### src/hdl/mau_pkg.sv
// ----------------------------------------------------------------------------
// mau_pkg: shared types and constants for the multi-turn angle unwrapper
// Field widths, register indexes and reset values of the configuration set.
// ----------------------------------------------------------------------------
package mau_pkg;

  localparam int unsigned AngleW = 14;
  localparam int unsigned PosW   = 32;
  localparam int unsigned DivW   = 14;
  localparam int unsigned HystW  = 8;
  localparam int unsigned CfgIdxW  = 3;
  localparam int unsigned CfgDataW = 14;

  // angle modulus is 2**AngleW
  localparam int unsigned DeltaW = AngleW + 2;

  typedef logic [AngleW-1:0]        angle_t;
  typedef logic signed [PosW-1:0]   pos_t;
  typedef logic [DivW-1:0]          div_t;
  typedef logic [HystW-1:0]         hyst_t;
  typedef logic [CfgIdxW-1:0]       cfg_idx_t;
  typedef logic [CfgDataW-1:0]      cfg_data_t;

  // configuration register indexes
  localparam cfg_idx_t RegEnable = 3'd0;
  localparam cfg_idx_t RegWrapHi = 3'd1;
  localparam cfg_idx_t RegWrapLo = 3'd2;
  localparam cfg_idx_t RegCpd    = 3'd3;
  localparam cfg_idx_t RegHyst   = 3'd4;

  // reset values
  localparam angle_t RstWrapHi = 14'd12384;
  localparam angle_t RstWrapLo = 14'd4000;
  localparam div_t   RstCpd    = 14'd200;
  localparam hyst_t  RstHyst   = 8'd6;

endpackage

### src/hdl/mau_if.sv
// ----------------------------------------------------------------------------
// mau_if: valid/ready stream interfaces
// Input sample channel and result channel of the angle unwrapper.
// ----------------------------------------------------------------------------
interface mau_in_if
  import mau_pkg::*;
();
  logic   valid;
  logic   ready;
  angle_t angle;
  logic   restart;

  modport source (output valid, output angle, output restart, input ready);
  modport sink   (input valid, input angle, input restart, output ready);
endinterface

interface mau_out_if
  import mau_pkg::*;
();
  logic valid;
  logic ready;
  pos_t position;
  pos_t detent;
  logic step_down;
  logic step_up;

  modport source (output valid, output position, output detent,
                  output step_down, output step_up, input ready);
  modport sink   (input valid, input position, input detent,
                  input step_down, input step_up, output ready);
endinterface

### src/hdl/multiturn_angle_unwrap_detent.sv
// ----------------------------------------------------------------------------
// multiturn_angle_unwrap_detent: multi-turn angle unwrapper with detent events
// Accumulates a saturating signed position from 14-bit absolute angles and
// reports the detent number with hysteresis-filtered step events.
// ----------------------------------------------------------------------------
//
//  channel  dir  handshake      payload
//  -------  ---  -------------  -----------------------------------------
//  in_i     in   valid/ready    angle[13:0], restart
//  out_o    out  valid/ready    position[31:0], detent[31:0], step_down,
//                               step_up
//  cfg      in   cfg_we_i       cfg_idx_i[2:0], cfg_data_i[13:0]
//
//  Each sample passes these steps from transfer to registered result:
//  update the position, load the divider, form the 32-bit quotient bit
//  by bit, see the divider finish, sign the detent and run the hysteresis
//  compare. The radix-2 divider takes most of this time. The next input
//  transfer can follow once the sequencer is back in idle after the compare.
//  A waiting result does not block the next input transfer; only the final
//  compare step waits for the output register to drain.
//  Reset (async, active low) restores register defaults and clears state.
// ----------------------------------------------------------------------------
module multiturn_angle_unwrap_detent
  import mau_pkg::*;
(
  input  logic       clk_i,
  input  logic       rst_ni,
  input  logic       cfg_we_i,
  input  cfg_idx_t   cfg_idx_i,
  input  cfg_data_t  cfg_data_i,
  mau_in_if.sink     in_i,
  mau_out_if.source  out_o
);

  // sequencer codes
  localparam logic [2:0] SIdle  = 3'd0;
  localparam logic [2:0] SUpd   = 3'd1;
  localparam logic [2:0] SStart = 3'd2;
  localparam logic [2:0] SDiv   = 3'd3;
  localparam logic [2:0] SFin   = 3'd4;
  localparam logic [2:0] SCmp   = 3'd5;

  // configuration registers
  logic   en_q;
  angle_t wrap_hi_q, wrap_lo_q;
  div_t   cpd_q;
  hyst_t  hyst_q;

  always_ff @(posedge clk_i or negedge rst_ni) begin
    if (!rst_ni) begin
      en_q      <= 1'b1;
      wrap_hi_q <= RstWrapHi;
      wrap_lo_q <= RstWrapLo;
      cpd_q     <= RstCpd;
      hyst_q    <= RstHyst;
    end else if (cfg_we_i) begin
      case (cfg_idx_i)
        RegEnable: en_q      <= cfg_data_i[0];
        RegWrapHi: wrap_hi_q <= cfg_data_i[AngleW-1:0];
        RegWrapLo: wrap_lo_q <= cfg_data_i[AngleW-1:0];
        RegCpd:    cpd_q     <= cfg_data_i[DivW-1:0];
        RegHyst:   hyst_q    <= cfg_data_i[HystW-1:0];
        default: ;
      endcase
    end
  end

  // control and state
  logic [2:0] state_q, state_d;
  logic       init_q, init_d;
  angle_t     last_q, last_d;
  pos_t       pos_q, pos_d;
  pos_t       rep_q, rep_d;
  logic       evt_q, evt_d;       // hysteresis events allowed for this sample
  logic       neg_q, neg_d;       // position negative: negate quotient
  pos_t       det_q, det_d;

  // sample latched at transfer
  angle_t     ang_q;
  logic       rst_smp_q;
  logic       en_smp_q;

  // output register
  logic       ovld_q, ovld_d;
  pos_t       opos_q, odet_q;
  logic       odn_q, oup_q;

  logic       in_fire, out_fire;
  assign in_fire  = in_i.valid && in_i.ready;
  assign out_fire = ovld_q && out_o.ready;

  // divider
  logic            div_start, div_busy, div_done;
  logic [PosW-1:0] div_dvd, div_quot;
  div_t            div_dvs;

  assign div_start = (state_q == SStart);
  assign div_dvd   = pos_q[PosW-1] ? (PosW)'(-pos_q) : pos_q;
  assign div_dvs   = (cpd_q == '0) ? div_t'(1) : cpd_q;

  mau_div u_div (
    .clk_i      (clk_i),
    .rst_ni     (rst_ni),
    .start_i    (div_start),
    .dividend_i (div_dvd),
    .divisor_i  (div_dvs),
    .busy_o     (div_busy),
    .done_o     (div_done),
    .quot_o     (div_quot)
  );

  // unwrap delta: forward wrap past zero, backward wrap, or plain step
  logic                     wrap_fwd, wrap_bwd;
  logic signed [DeltaW-1:0] delta;
  logic signed [PosW:0]     sum;
  pos_t                     pos_sat;

  assign wrap_fwd = (ang_q < last_q) && (last_q > wrap_hi_q) && (ang_q < wrap_lo_q);
  assign wrap_bwd = (ang_q > last_q) && (last_q < wrap_lo_q) && (ang_q > wrap_hi_q);

  always_comb begin
    delta = $signed({2'b00, ang_q}) - $signed({2'b00, last_q});
    if (wrap_fwd) begin
      delta = delta + $signed(DeltaW'(1 << AngleW));
    end else if (wrap_bwd) begin
      delta = delta - $signed(DeltaW'(1 << AngleW));
    end
  end

  // saturating accumulate on 33 bits
  assign sum = {pos_q[PosW-1], pos_q} + (PosW+1)'(delta);
  always_comb begin
    if (sum[PosW] != sum[PosW-1]) begin
      pos_sat = sum[PosW] ? {1'b1, {(PosW-1){1'b0}}} : {1'b0, {(PosW-1){1'b1}}};
    end else begin
      pos_sat = sum[PosW-1:0];
    end
  end

  // hysteresis compare
  logic signed [PosW:0] diff, hyst_ext;
  logic                 go_dn, go_up;
  assign diff     = {det_q[PosW-1], det_q} - {rep_q[PosW-1], rep_q};
  assign hyst_ext = (PosW+1)'(hyst_q);
  assign go_dn    = evt_q && (diff > hyst_ext);
  assign go_up    = evt_q && (diff < -hyst_ext);

  always_comb begin
    state_d = state_q;
    init_d  = init_q;
    last_d  = last_q;
    pos_d   = pos_q;
    rep_d   = rep_q;
    evt_d   = evt_q;
    neg_d   = neg_q;
    det_d   = det_q;
    ovld_d  = ovld_q && !out_fire;
    case (state_q)
      SIdle: begin
        if (in_fire) begin
          state_d = SUpd;
        end
      end
      SUpd: begin
        evt_d = 1'b0;
        if (en_smp_q) begin
          if (!init_q || rst_smp_q) begin
            last_d = ang_q;
            pos_d  = '0;
            init_d = 1'b1;
          end else begin
            last_d = ang_q;
            pos_d  = pos_sat;
            evt_d  = 1'b1;
          end
        end
        state_d = SStart;
      end
      SStart: begin
        neg_d   = pos_q[PosW-1];
        state_d = SDiv;
      end
      SDiv: begin
        if (div_done) begin
          state_d = SFin;
        end
      end
      SFin: begin
        det_d   = neg_q ? (PosW)'(-div_quot) : div_quot;
        state_d = SCmp;
      end
      SCmp: begin
        if (!ovld_q || out_fire) begin
          ovld_d = 1'b1;
          if (go_dn || go_up) begin
            rep_d = det_q;
          end
          state_d = SIdle;
        end
      end
      default: state_d = SIdle;
    endcase
  end

  always_ff @(posedge clk_i or negedge rst_ni) begin
    if (!rst_ni) begin
      state_q <= SIdle;
      init_q  <= 1'b0;
      last_q  <= '0;
      pos_q   <= '0;
      rep_q   <= '0;
      evt_q   <= 1'b0;
      neg_q   <= 1'b0;
      ovld_q  <= 1'b0;
    end else begin
      state_q <= state_d;
      init_q  <= init_d;
      last_q  <= last_d;
      pos_q   <= pos_d;
      rep_q   <= rep_d;
      evt_q   <= evt_d;
      neg_q   <= neg_d;
      ovld_q  <= ovld_d;
    end
  end

  // payload registers
  always_ff @(posedge clk_i) begin
    det_q <= det_d;
    if (in_fire) begin
      ang_q     <= in_i.angle;
      rst_smp_q <= in_i.restart;
      en_smp_q  <= en_q;
    end
    if (state_q == SCmp && (!ovld_q || out_fire)) begin
      opos_q <= pos_q;
      odet_q <= det_q;
      odn_q  <= go_dn;
      oup_q  <= go_up;
    end
  end

  assign in_i.ready      = (state_q == SIdle);
  assign out_o.valid     = ovld_q;
  assign out_o.position  = opos_q;
  assign out_o.detent    = odet_q;
  assign out_o.step_down = odn_q;
  assign out_o.step_up   = oup_q;

  // checks
  a_idle_div_quiet: assert property (@(posedge clk_i) disable iff (!rst_ni)
    (state_q == SIdle) |-> !div_busy)
    else $error("divider busy while sequencer idle");

  a_done_in_div: assert property (@(posedge clk_i) disable iff (!rst_ni)
    div_done |-> (state_q == SDiv))
    else $error("divider finished outside the divide phase");

  a_accept_starts: assert property (@(posedge clk_i) disable iff (!rst_ni)
    in_fire |=> (state_q == SUpd))
    else $error("accepted sample did not start the update");

  a_one_event: assert property (@(posedge clk_i) disable iff (!rst_ni)
    ovld_q |-> !(odn_q && oup_q))
    else $error("both step events raised together");

endmodule

### src/hdl/mau_div.sv
// ----------------------------------------------------------------------------
// mau_div: radix-2 restoring divider
// Unsigned 32-bit dividend by 14-bit divisor, one quotient bit per cycle.
// ----------------------------------------------------------------------------
module mau_div
  import mau_pkg::*;
(
  input  logic            clk_i,
  input  logic            rst_ni,
  input  logic            start_i,
  input  logic [PosW-1:0] dividend_i,
  input  div_t            divisor_i,
  output logic            busy_o,
  output logic            done_o,
  output logic [PosW-1:0] quot_o
);

  localparam int unsigned CntW = $clog2(PosW);

  logic            busy_q, busy_d;
  logic            done_q, done_d;
  logic [CntW-1:0] cnt_q, cnt_d;
  div_t            rem_q, rem_d;
  logic [PosW-1:0] quo_q, quo_d;
  div_t            dvs_q, dvs_d;

  logic [DivW:0]   shifted;
  logic [DivW+1:0] trial;
  logic            ge;

  assign shifted = {rem_q, quo_q[PosW-1]};
  assign trial   = {1'b0, shifted} - {2'b00, dvs_q};
  assign ge      = ~trial[DivW+1];

  always_comb begin
    busy_d = busy_q;
    done_d = 1'b0;
    cnt_d  = cnt_q;
    rem_d  = rem_q;
    quo_d  = quo_q;
    dvs_d  = dvs_q;
    if (start_i && !busy_q) begin
      busy_d = 1'b1;
      cnt_d  = '0;
      rem_d  = '0;
      quo_d  = dividend_i;
      dvs_d  = divisor_i;
    end else if (busy_q) begin
      rem_d = ge ? trial[DivW-1:0] : shifted[DivW-1:0];
      quo_d = {quo_q[PosW-2:0], ge};
      cnt_d = cnt_q + 1'b1;
      if (cnt_q == CntW'(PosW - 1)) begin
        busy_d = 1'b0;
        done_d = 1'b1;
      end
    end
  end

  always_ff @(posedge clk_i or negedge rst_ni) begin
    if (!rst_ni) begin
      busy_q <= 1'b0;
      done_q <= 1'b0;
      cnt_q  <= '0;
    end else begin
      busy_q <= busy_d;
      done_q <= done_d;
      cnt_q  <= cnt_d;
    end
  end

  always_ff @(posedge clk_i) begin
    rem_q <= rem_d;
    quo_q <= quo_d;
    dvs_q <= dvs_d;
  end

  assign busy_o = busy_q;
  assign done_o = done_q;
  assign quot_o = quo_q;

endmodule

### src/flat_wrapper.sv
// flat-port wrapper written by rule: the top's interface ports become plain ports
module multiturn_angle_unwrap_detent_flat import mau_pkg::*;
  (clk_i, rst_ni, cfg_we_i, cfg_idx_i, cfg_data_i, in_i_valid, in_i_angle, in_i_restart, in_i_ready, out_o_valid, out_o_position, out_o_detent, out_o_step_down, out_o_step_up, out_o_ready);
  mau_in_if in_i_i ();
  mau_out_if out_o_i ();
  input  logic clk_i;
  input  logic rst_ni;
  input  logic cfg_we_i;
  input  cfg_idx_t cfg_idx_i;
  input  cfg_data_t cfg_data_i;
  input wire logic [$bits(in_i_i.valid)-1:0] in_i_valid;
  input wire logic [$bits(in_i_i.angle)-1:0] in_i_angle;
  input wire logic [$bits(in_i_i.restart)-1:0] in_i_restart;
  output wire logic [$bits(in_i_i.ready)-1:0] in_i_ready;
  output wire logic [$bits(out_o_i.valid)-1:0] out_o_valid;
  output wire logic [$bits(out_o_i.position)-1:0] out_o_position;
  output wire logic [$bits(out_o_i.detent)-1:0] out_o_detent;
  output wire logic [$bits(out_o_i.step_down)-1:0] out_o_step_down;
  output wire logic [$bits(out_o_i.step_up)-1:0] out_o_step_up;
  input wire logic [$bits(out_o_i.ready)-1:0] out_o_ready;
  assign in_i_i.valid = in_i_valid;
  assign in_i_i.angle = in_i_angle;
  assign in_i_i.restart = in_i_restart;
  assign in_i_ready = in_i_i.ready;
  assign out_o_valid = out_o_i.valid;
  assign out_o_position = out_o_i.position;
  assign out_o_detent = out_o_i.detent;
  assign out_o_step_down = out_o_i.step_down;
  assign out_o_step_up = out_o_i.step_up;
  assign out_o_i.ready = out_o_ready;
  multiturn_angle_unwrap_detent u_core (.clk_i(clk_i), .rst_ni(rst_ni), .cfg_we_i(cfg_we_i), .cfg_idx_i(cfg_idx_i), .cfg_data_i(cfg_data_i), .in_i(in_i_i), .out_o(out_o_i));
endmodule
### config.mk
export PLATFORM = sky130hd
export DESIGN_NAME = multiturn_angle_unwrap_detent_flat
export DESIGN_NICKNAME = d
export VERILOG_FILES = /design/src/hdl/mau_pkg.sv /design/src/hdl/mau_if.sv /design/src/hdl/multiturn_angle_unwrap_detent.sv /design/src/hdl/mau_div.sv /design/src/flat_wrapper.sv
export SDC_FILE = /design/constraint.sdc
export NUM_CORES = 1
export LEC_CHECK = 0
export BUFFER_PORTS_ARGS = -buffer_cell sky130_fd_sc_hd__buf_2
export CORE_MARGIN = 1
export CORE_UTILIZATION = 58
export CTS_CLUSTER_SIZE = 10
export DETAILED_ROUTE_END_ITERATION = 8
export PLACE_DENSITY_LB_ADDON = 0.2
export SETUP_SLACK_MARGIN = 0.2
export SYNTH_ARGS = -nofsm -noshare
export SYNTH_HDL_FRONTEND = slang
export SYNTH_HIERARCHICAL = 1
export SYNTH_SLANG_ARGS = --single-unit
### constraint.sdc
create_clock -name clk_i -period 6.4 [get_ports clk_i]
set_input_delay 0.64 -clock clk_i [delete_from_list [all_inputs] [get_ports clk_i]]
set_output_delay 0.64 -clock clk_i [all_outputs]
set_load 0.1 [all_outputs]
==> impl_metrics.py <==
metrics = {
    "setup_path": {
        "setup.worst_path.start_class": "flip-flop",
        "reg2reg_from": "u_core/last_q[0]$_DFFE_PN0P_",
        "cp-end-kind": "flip-flop",
        "worstPathRequired_ns": 6.81,
        "cp_max_fo": 20,
        "timing.rr.end": "u_core/pos_q[22]$_DFFE_PN0P_",
        "r2r.worst_path.cells": 24,
        "rrSetupSlack_ns": 0.63,
        "crit_type": "reg2reg",
        "critPathArrivalTime_ns": 6.18,
    },
    "floorplan": {
        "fp.dieArea_mm2": 0.0352,
        "start_util_pct": 59.4,
        "io_pins": 105,
        "rows": 67,
        "die_h_um": 188,
        "fp.coreArea_mm2": 0.0337,
        "die_w_um": 188,
    },
    "final_layout": {
        "area_growth_pct": 10.5,
        "drive_gt1_share_pct": 15.6,
        "layout.nets": 2232,
        "n_fill_cell": 2722,
        "diodes": 0,
    },
    "power_and_ir_drop": {
        "p_switching_mw": 3.05,
        "power_density_mw_per_mm2": 373,
        "sw_frac_of_total_pct": 36.9,
        "seqPwrFrac_pct": 36.5,
        "irDropWorstVdd_v": 0.000231,
        "power.share.clock_pct": 24.5,
        "cellLeakagePower_nw": 9.31,
        "p_comb_share_pct": 39.0,
        "intPower_mw": 5.21,
    },
    "yosys": {
        "syn_avg_cell_area_um2": 10.3,
        "yosysMostFrequentCell": "ha_1",
        "synth_area_mm2": 0.0200,
        "synth_nets": 2150,
        "ys_warn_count": 6,
        "synth_edf_count": 160,
        "synth_area_leaders": "edfxtp_1, dfrtp_1, ha_1, xnor2_1, mux2_2",
        "postSynthCellCount": 1933,
        "synthDistinctLibCells": 86,
        "yosysSeqAreaShare_pct": 43.4,
        "yosysTopAreaCell": "edfxtp_1",
        "synthFlopType": "edfxtp_1",
        "synth_top_area_share_pct": 24.0,
        "ys_ff_latch": 317,
        "async_flop_share_pct": 45.1,
        "synthTopCellsByCount": "ha_1, nand2_1, edfxtp_1, inv_1, dfrtp_1",
    },
    "timing": {
        "setup-violations-final": 0,
        "tightest_slew_ns": 1.03,
        "fin_crit_ns": 5.77,
        "drv_slew": 0,
        "slew_headroom_pct": 31.3,
        "fin_ws_ns": 0.632,
        "finClkSkew_ns": 0.0142,
        "rsz0062_at_grt": "no",
        "timing.final.crit_share_pct": 90.1,
        "max_freq_mhz": 173,
        "finalHoldViolations": 0,
        "final.setup.tns_ns": 0,
    },
    "routing": {
        "drt_pass1_iterations": 6,
        "drt-initial-drc-count": 1367,
        "vias_per_cell": 6.09,
        "drtAntennaViolNets": 0,
        "vias": 15182,
        "drc": 0,
        "routed_wl_mm": 47.6,
        "routedWlPerCell_um": 19.1,
    },
    "placement": {
        "portBuffers": 104,
        "dpl.hpwl_mm": 35.5,
        "gp_congestion": 0.964,
        "preCtsSetupSlack_ns": 0.479,
    },
    "grt": {
        "grt_first_pass_wirelength_mm": 77.9,
        "grt_overflow": 0,
        "grt_pass1_vias": 14788,
        "antenna_found_initial": 0,
        "grt_start_max_net_pins": 81,
        "grt_use_total_pct": 27.5,
    },
    "clock_network": {
        "cts_tree": "done",
        "clk_pin_slew_ns": 0.06,
        "clock_sinks": 317,
        "root_buffer": "clkbuf_16",
        "cts-buffers-inserted": 39,
        "clock_path_buffers": 3,
        "insertion_delay_ns": 0.54,
        "h-tree-depth": 2,
        "cts_setup_buffers": 0,
    },
    "status": {
        "status": "complete, no violations",
    },
    "run": {
        "drv_cap": 0,
    },
    "min_path": {
        "hold_path_class": "in2async",
    },
}
==> registers in the layout, indices dropped and copies added, names as in the netlist, 32 cells and up <==
signal and cells:
u_core/det_q 32, u_core/out_o.detent 32, u_core/out_o.position 32, u_core/pos_q 32, u_core/rep_q 32, u_core/u_div/quot_o 32
==> through the flow <==
| step | util, % | hold slack, ns | cells | cell area [um^2] | power (mW) |
|---|---|---|---|---|---|
| 2_1_floorplan | - | 0.344 | 1933 | 20000 | 5.42 |
| 3_3_place_gp | 62.1 | 0.451 | 2422 | 20900 | 6.14 |
| 3_5_place_dp | 62.1 | 0.461 | 2422 | 20900 | 6.21 |
| 4_1_cts | 65.6 | 0.100 | 2493 | 22100 | 8.27 |
| 5_1_grt | 65.6 | 0.108 | 2493 | 22100 | 8.82 |
| 6_report | 65.6 | 0.0567 | 2493 | 22100 | 8.26 |
==> placed cells by master (no fill, tap or decap), types with 30 or more instances in the layout <==
master     synthesis  routed
a21o_1            38      38
a21oi_1           87      87
buf_2              0     103
clkbuf_16          0      40
dfrtp_1          127     127
edfxtp_1         160     160
ha_1             176     176
inv_1            139     139
mux2_2            68      68
mux2_4            30      30
nand2_1          161     161
nand3_1           59      59
nand4_1           30      30
nor2_1            76      74
nor3_1            36      35
o21ai_0          118     117
xnor2_1           98      98
==> what timing repair did <==
action,in CTS,in global routing
hold buffers,0,0
endpoints found under the setup margin,0,23
resized for setup,0,6
==> worst max-delay path, stage by stage (launching register included) <==
cell and delay (ns):
dfrtp_1 0.41, ha_1 0.24, fa_1 0.41, nor2b_1 0.12, o21ai_0 0.08, nand2_1 0.11
a21o_1 0.12, a21o_1 0.13, a21o_1 0.14, nand2_1 0.07, a31oi_1 0.28, a31o_2 0.21
ha_1 0.22, mux2_2 0.28, ha_1 0.38, nand2_1 0.09, o21ai_0 0.32, o31ai_1 0.15
nor2_1 0.45, nor3_2 0.11, a311oi_2 0.37, o21ai_1 0.14, buf_4 0.22, and2_1 0.25
a221o_1 0.32
==> cell families after synthesis <==
group                      share of synthesized area [%]
AOI/OAI and AO/OA                                   15.3
xor gates and xnor gates                            5.52
adders and majority gates                           12.0
buffers and inverters                               4.32
DFF                                                 43.4
muxes                                               6.38
and+or+nand+nor                                     13.1
==> worst max path at each step <==
| stage | startpoint | end |
|---|---|---|
| final | u_core/last_q[0]$_DFFE_PN0P_ | u_core/pos_q[22]$_DFFE_PN0P_ |
| after detailed placement | u_core/last_q[0]$_DFFE_PN0P_ | u_core/pos_q[1]$_DFFE_PN0P_ |
| after global routing | u_core/last_q[0]$_DFFE_PN0P_ | u_core/pos_q[25]$_DFFE_PN0P_ |
| after CTS | u_core/last_q[0]$_DFFE_PN0P_ | u_core/pos_q[1]$_DFFE_PN0P_ |
| after global placement | u_core/ang_q[2]$_DFFE_PP_ | u_core/pos_q[0]$_DFFE_PN0P_ |
| after floorplan | u_core/ang_q[2]$_DFFE_PP_ | u_core/pos_q[1]$_DFFE_PN0P_ |
==> metal layers <==
layer	track usage [%]	wire, um
met1	39.0	21900
met2	43.7	21900
met3	3.99	2560
met4	8.47	1260
met5	0	0
==> layout make-up <==
type,count,area (um^2),share of cell area (%)
flip-flops and latches,317,8680,39.3
repair buffers,122,674,3.05
clock inverters,6,43.8,0.198
clock buffers,65,1120,5.09
inverters,139,522,2.36
multi-input cells,1396,10500,47.5
well taps,448,561,2.54
==> power by group through the flow <==
stage | registers (mW) | clock network (mW) | logic (mW)
floorplan | 2.86 | 0 | 2.56
global placement | 3.03 | 0 | 3.11
detailed placement | 3.04 | 0 | 3.17
CTS | 3.01 | 2.08 | 3.19
global route | 3.07 | 2.16 | 3.60
finish | 3.01 | 2.02 | 3.22
Power figures use the tool's default switching activity.
